--- src/design/twc_row_ram.sv ---
module twc_row_ram #(
  parameter int DEPTH = 2,
  parameter int WIDTH = 8,
  localparam int AW = (DEPTH > 1) ? $clog2(DEPTH) : 1
) (
  input  logic             clk,
  input  logic             we,
  input  logic [AW-1:0]    waddr,
  input  logic [WIDTH-1:0] wdata,
  input  logic             re,
  input  logic [AW-1:0]    raddr,
  output logic [WIDTH-1:0] rdata
);

  logic [WIDTH-1:0] mem [DEPTH];

  always_ff @(posedge clk) begin
    if (we) begin
      mem[waddr] <= wdata;
    end
  end

  always_ff @(posedge clk) begin
    if (re) begin
      rdata <= mem[raddr];
    end
  end

endmodule

--- config.mk ---
export PLATFORM = sky130hd
export DESIGN_NAME = twc_row_ram
export DESIGN_NICKNAME = d
export VERILOG_FILES = /design/src/design/twc_row_ram.sv
export SDC_FILE = /design/constraint.sdc
export NUM_CORES = 1
export LEC_CHECK = 0
export BUFFER_PORTS_ARGS = -buffer_cell sky130_fd_sc_hd__buf_2
export CAP_MARGIN = 10
export CELL_PAD_IN_SITES_DETAIL_PLACEMENT = 0
export CELL_PAD_IN_SITES_GLOBAL_PLACEMENT = 1
export CORE_MARGIN = 2
export CORE_UTILIZATION = 40
export CTS_CLUSTER_SIZE = 12
export DETAILED_ROUTE_END_ITERATION = 8
export PLACE_DENSITY_LB_ADDON = 0.1
export SETUP_SLACK_MARGIN = 0.2
export SLEW_MARGIN = 20
export SYNTH_ARGS = -nofsm -noshare
export SYNTH_HDL_FRONTEND = slang
export SYNTH_SLANG_ARGS = --single-unit
--- constraint.sdc ---
create_clock -name clk -period 1.2 [get_ports clk]
set_input_delay 0.06 -clock clk [delete_from_list [all_inputs] [get_ports clk]]
set_output_delay 0.06 -clock clk [all_outputs]
set_load 0.005 [all_outputs]
After elaboration in Yosys (flattened, before gate mapping)
Memory sizes are Yosys's and may differ from the RTL's. A register that Yosys moved wholly into a read port is not among the register bits.
Cells that the tools add are included.
Cells by class
  add/sub/neg operators: 0
  eq/ne operators: 0
  magnitude comparators: 0
  muxes and demuxes: 2
  shift operators: 0
  bitwise gates (word level): 0
  reductions and logical operators: 0
  multipliers: 0
  div/mod/pow operators: 0
Operator list (number)
  $mux 1: 2
Storage, ports and cells
  memory bits (writable): 16
  ROM bits: 0
  memories kept: 1
  logic and storage cells: 3
  bits in latches: 0
  input bits: 13
  flip-flop bits (word level): 0
  output and inout port bits: 8
Memories
  mem: words 2, bits a word 8, rd ports 1, clocked after memory_dff 1, wr ports 1, line 15  | logic [WIDTH-1:0] mem [DEPTH];

Depth between registers and ports, before layout
  depth in word-level cells: 2
  depth in mapped cells: 2
  depth with buffers taken out: 1

Least setup slack after synthesis
No wires, ideal clock.
  path kind: input -> register
  start: input port we
  end: memory mem[0][0] (enable)
  required time: 0.827 ns
  stages: 1
  arrival: 0.480 ns
  path slack: 0.347 ns
  library setup time: 0.373 ns
  path buffers: 0
  cells stage by stage: nor2b_1
On the way
  cells in the longest elaborated chain, start to end: 2
Ends and longest elaborated chain
  start: declaration: line 7  | input logic we,
  $mux 1: line 18  | if (we) begin
  $mux 1 (not written as such): line 19  | mem[waddr] <= wdata;
  end: declaration: line 15
No other way between the ends.

Worst setup path after layout
  start: memory mem[1][4]
  end: register rdata[4] (read register of mem), data pin
RTL lines
  end: declaration: line 12  | output logic [WIDTH-1:0] rdata
No word-level cell between the ends.

==> impl_metrics.csv <==
group,metric,value,unit
finish,nets,81,
synthesis,synth_compound_area_share,0,%
floorplan,io_pins,21,
clock_tree,cts_tree,"built",
clock_tree,clk_path_buf_depth,2,
finish,most_used_cells_in_the_layout_excluding_fill_and_tap_cells,"sky130_fd_sc_hd__edfxtp_1 (24), sky130_fd_sc_hd__buf_2 (20), sky130_fd_sc_hd__mux2_4 (8), sky130_fd_sc_hd__dlygate4sd3_1 (8), sky130_fd_sc_hd__clkbuf_4 (3)",
timing,setup_viol,0,
timing,timing_worst_slew_pin_value,0.365,ns
floorplan,die_x,50.5,um
setup_path,critPathRequiredTime,1.28,ns
clock_tree,number_of_buffers_inserted_by_hold_repair_at_cts,8,
synthesis,synthAdderAreaFrac,0,%
setup_path,worst_setup_path_start_kind,"flop",
drt,total_length_of_routed_wires,1250,um
power,p_seq_share,67.8,%
timing,tns,0,ns
setup_path,critPathArrivalTime,0.98,ns
synthesis,synthXorXnorAreaFrac,0,%
power,power.clock.fraction,23.3,%
status,status,"finished, final reports clean",
power,net_switching_fraction_of_the_power,19.4,%
setup_path,cp_slowest_stage_delay,0.40,ns
finish,layout-drive-gt1-share,47.8,%
finish,antenna_cells,0,
grt,grt_antenna_before_repair,0,
power,vdd.ir_drop.worst,0.712,mV
drt,drt_first_iter_violations,6,
setup_path,critical_path.top_delay_family,"flip-flops",
worst_hold_path,holdPathStages,1,
place,routabilityCongestion,0.638,
clock_tree,clkSlewWorstSetupHoldPaths,0.12,ns
place,place_area,995,um^2
floorplan,fp.dieH,50.5,um
timing,hold_slack,0.0768,ns
setup_path,critical_path.reg2reg.endpoint,"rdata[4]",
timing,timing.max_slew.rel_slack,75.6,%
place,setup_slack_after_placement,0.295,ns
synthesis,ys_types,5,
timing,rsz0062_at_grt,"false",
synthesis,synth_top_family_by_area,"multiplexers",
drt,wl_per_cell,13.3,um
timing,tcrit_tclk_final,75.5,%
setup_path,ff2ff_setup_slack,0.29,ns
floorplan,initial_utilization,43.2,%
setup_path,cp_cell_sequence,"mux2_4",
clock_tree,tritoncts_sinks,24,
clock_tree,clk-insertion-delay-late,0.31,ns
worst_hold_path,min-delay-path-class,"input port to flop",
synthesis,syn_avg_cell_area,24.7,um^2
clock_tree,cts_buffers,3,
synthesis,syn_area,865,um^2
setup_path,critPathCaptureType,"flop",
floorplan,floorplan.core_area,2000,um^2
synthesis,post_synthesis_sequential_area_ratio,83.4,%
clock_tree,cts-htree-levels,1,
synthesis,synth_top_cells_by_area,"sky130_fd_sc_hd__edfxtp_1 (83%), sky130_fd_sc_hd__mux2_4 (14%), sky130_fd_sc_hd__buf_6 (1.3%)",
setup_path,r2r-start,"mem[1][4]",
clock_tree,cts_resizes,0,
place,port_buffers,20,
synthesis,ys_seq_elements,24,
clock_tree,cts.repair_timing.setup_buffer_count,0,
timing,final_period_minus_worst_setup_slack,0.906,ns
setup_path,worst_r2r_path_depth,1,
grt,grt_pass1_vias,447,
grt,gr-total-overflow,0,
synthesis,synth-simple-area-share,1.45,%
synthesis,net_count_after_synthesis,48,
clock_tree,cts_root_buf,"sky130_fd_sc_hd__clkbuf_4",
finish,final_common_cell,"sky130_fd_sc_hd__edfxtp_1",
power,total_power,1.48,mW
synthesis,largest_area_contributor_in_the_netlist,"sky130_fd_sc_hd__edfxtp_1",
drt,route.detailed.vias_per_inst,4.36,
floorplan,dieArea,2550,um^2
setup_path,buf_inv_on_cp,0,
timing,final.setup_skew,0.00875,ns
setup_path,crit_type,"flop to flop",
drt,route.detailed.drc,0,
setup_path,timing.critical_path.fanout_max,1,
grt,globalRouteTotalUtil,11.7,%
grt,maximum_number_of_pins_on_one_net_before_global_route_repair,14,
worst_hold_path,hold_end,"rdata[0]",
timing,achievable-frequency,1.10,GHz
power,leakage,0.432,nW
drt,drtAntennaViolNets,0,
setup_path,cpMaxStageDelayCell,"sky130_fd_sc_hd__edfxtp_1",
setup_path,worst_setup_path_startpoint,"mem[1][4]",
power,combinationalPowerShare,8.9,%
timing,fin_ws,0.294,ns
power,intPower,1.19,mW
timing,slew_violations,0,
drt,vias,410,
synthesis,synthesis.yosys.warnings,0,
worst_hold_path,min_from,"re",
power,p_per_area,1340,nW/um^2
finish,syn2layout_area_growth,27.4,%
drt,drt_first_pass_iters,2,
run,timing.max_cap.violations,0,
grt,wire_length_of_the_first_global_routing_pass,2000,um
timing,timing_hold_violations_final,0,
floorplan,fp-row-count,16,
synthesis,synthMuxAreaShare,13.9,%
synthesis,synthCells,35,
power,switching_power_summed_over_all_nets,0.287,mW
finish,layout.cell_area.non_filler,1100,um^2
synthesis,synthDominantCellAreaShare,83.4,%
==> per-layer routing <==
layer	vias up	GRT usage, %	routed length [um]
met5	-	0	0
met4	0	8.11	34
met3	4	3.87	75
met2	18	20.6	675
met1	187	11.5	468
li1	201	-	-
==> cells by family (layout without fill, tap and decap cells) <==
group / count (synthesis) / after routing
muxes: 8 / 8
buffers and inverters: 1 / 33
DFF: 24 / 24
and+or+nand+nor: 2 / 2
==> area by class of cell <==
type	count	area, um^2
Fill cell	170	901
Tap cell	27	33.8
Clock inverter	1	3.75
Clock buffer	3	22.5
Multi-Input combinational cell	10	133
Sequential cell	24	721
Timing Repair Buffer	29	188
==> worst max-delay path by stage <==
stage | slack (ns) | end | cells after the start
5_1_grt | 0.25 | rdata[7] | 1
6_report | 0.29 | rdata[4] | 1
4_1_cts | 0.29 | rdata[4] | 1
3_3_place_gp | 0.33 | rdata[4] | 1
2_1_floorplan | 0.35 | mem[0][0] | 1
3_5_place_dp | 0.29 | rdata[4] | 2
==> registers in the layout, summed over array words and instances (netlist names) <==
register  flops
mem          16
rdata         8
==> stage by stage <==
stage                     instances  util [%]
after detailed placement         82      49.7
final                            94      55.0
after floorplan                  35         -
after CTS                        94      55.0
after global routing             94      55.0
after global placement           82      49.7
==> synth_stat cells <==
cell type and count:
sky130_fd_sc_hd__mux2_4 8, sky130_fd_sc_hd__buf_6 1, sky130_fd_sc_hd__and2_1 1, sky130_fd_sc_hd__nor2b_1 1, sky130_fd_sc_hd__edfxtp_1 24
==> power groups by stage <==
stage | Combinational, mW | Clock [mW] | Sequential, mW
after detailed placement | 0.113 | 0 | 1.02
after global routing | 0.144 | 0.394 | 1.01
after CTS | 0.133 | 0.351 | 1.00
after floorplan | 0.0573 | 0 | 1.02
final | 0.132 | 0.345 | 1.00
after global placement | 0.107 | 0 | 1.02
Power figures use the tool's default switching activity.
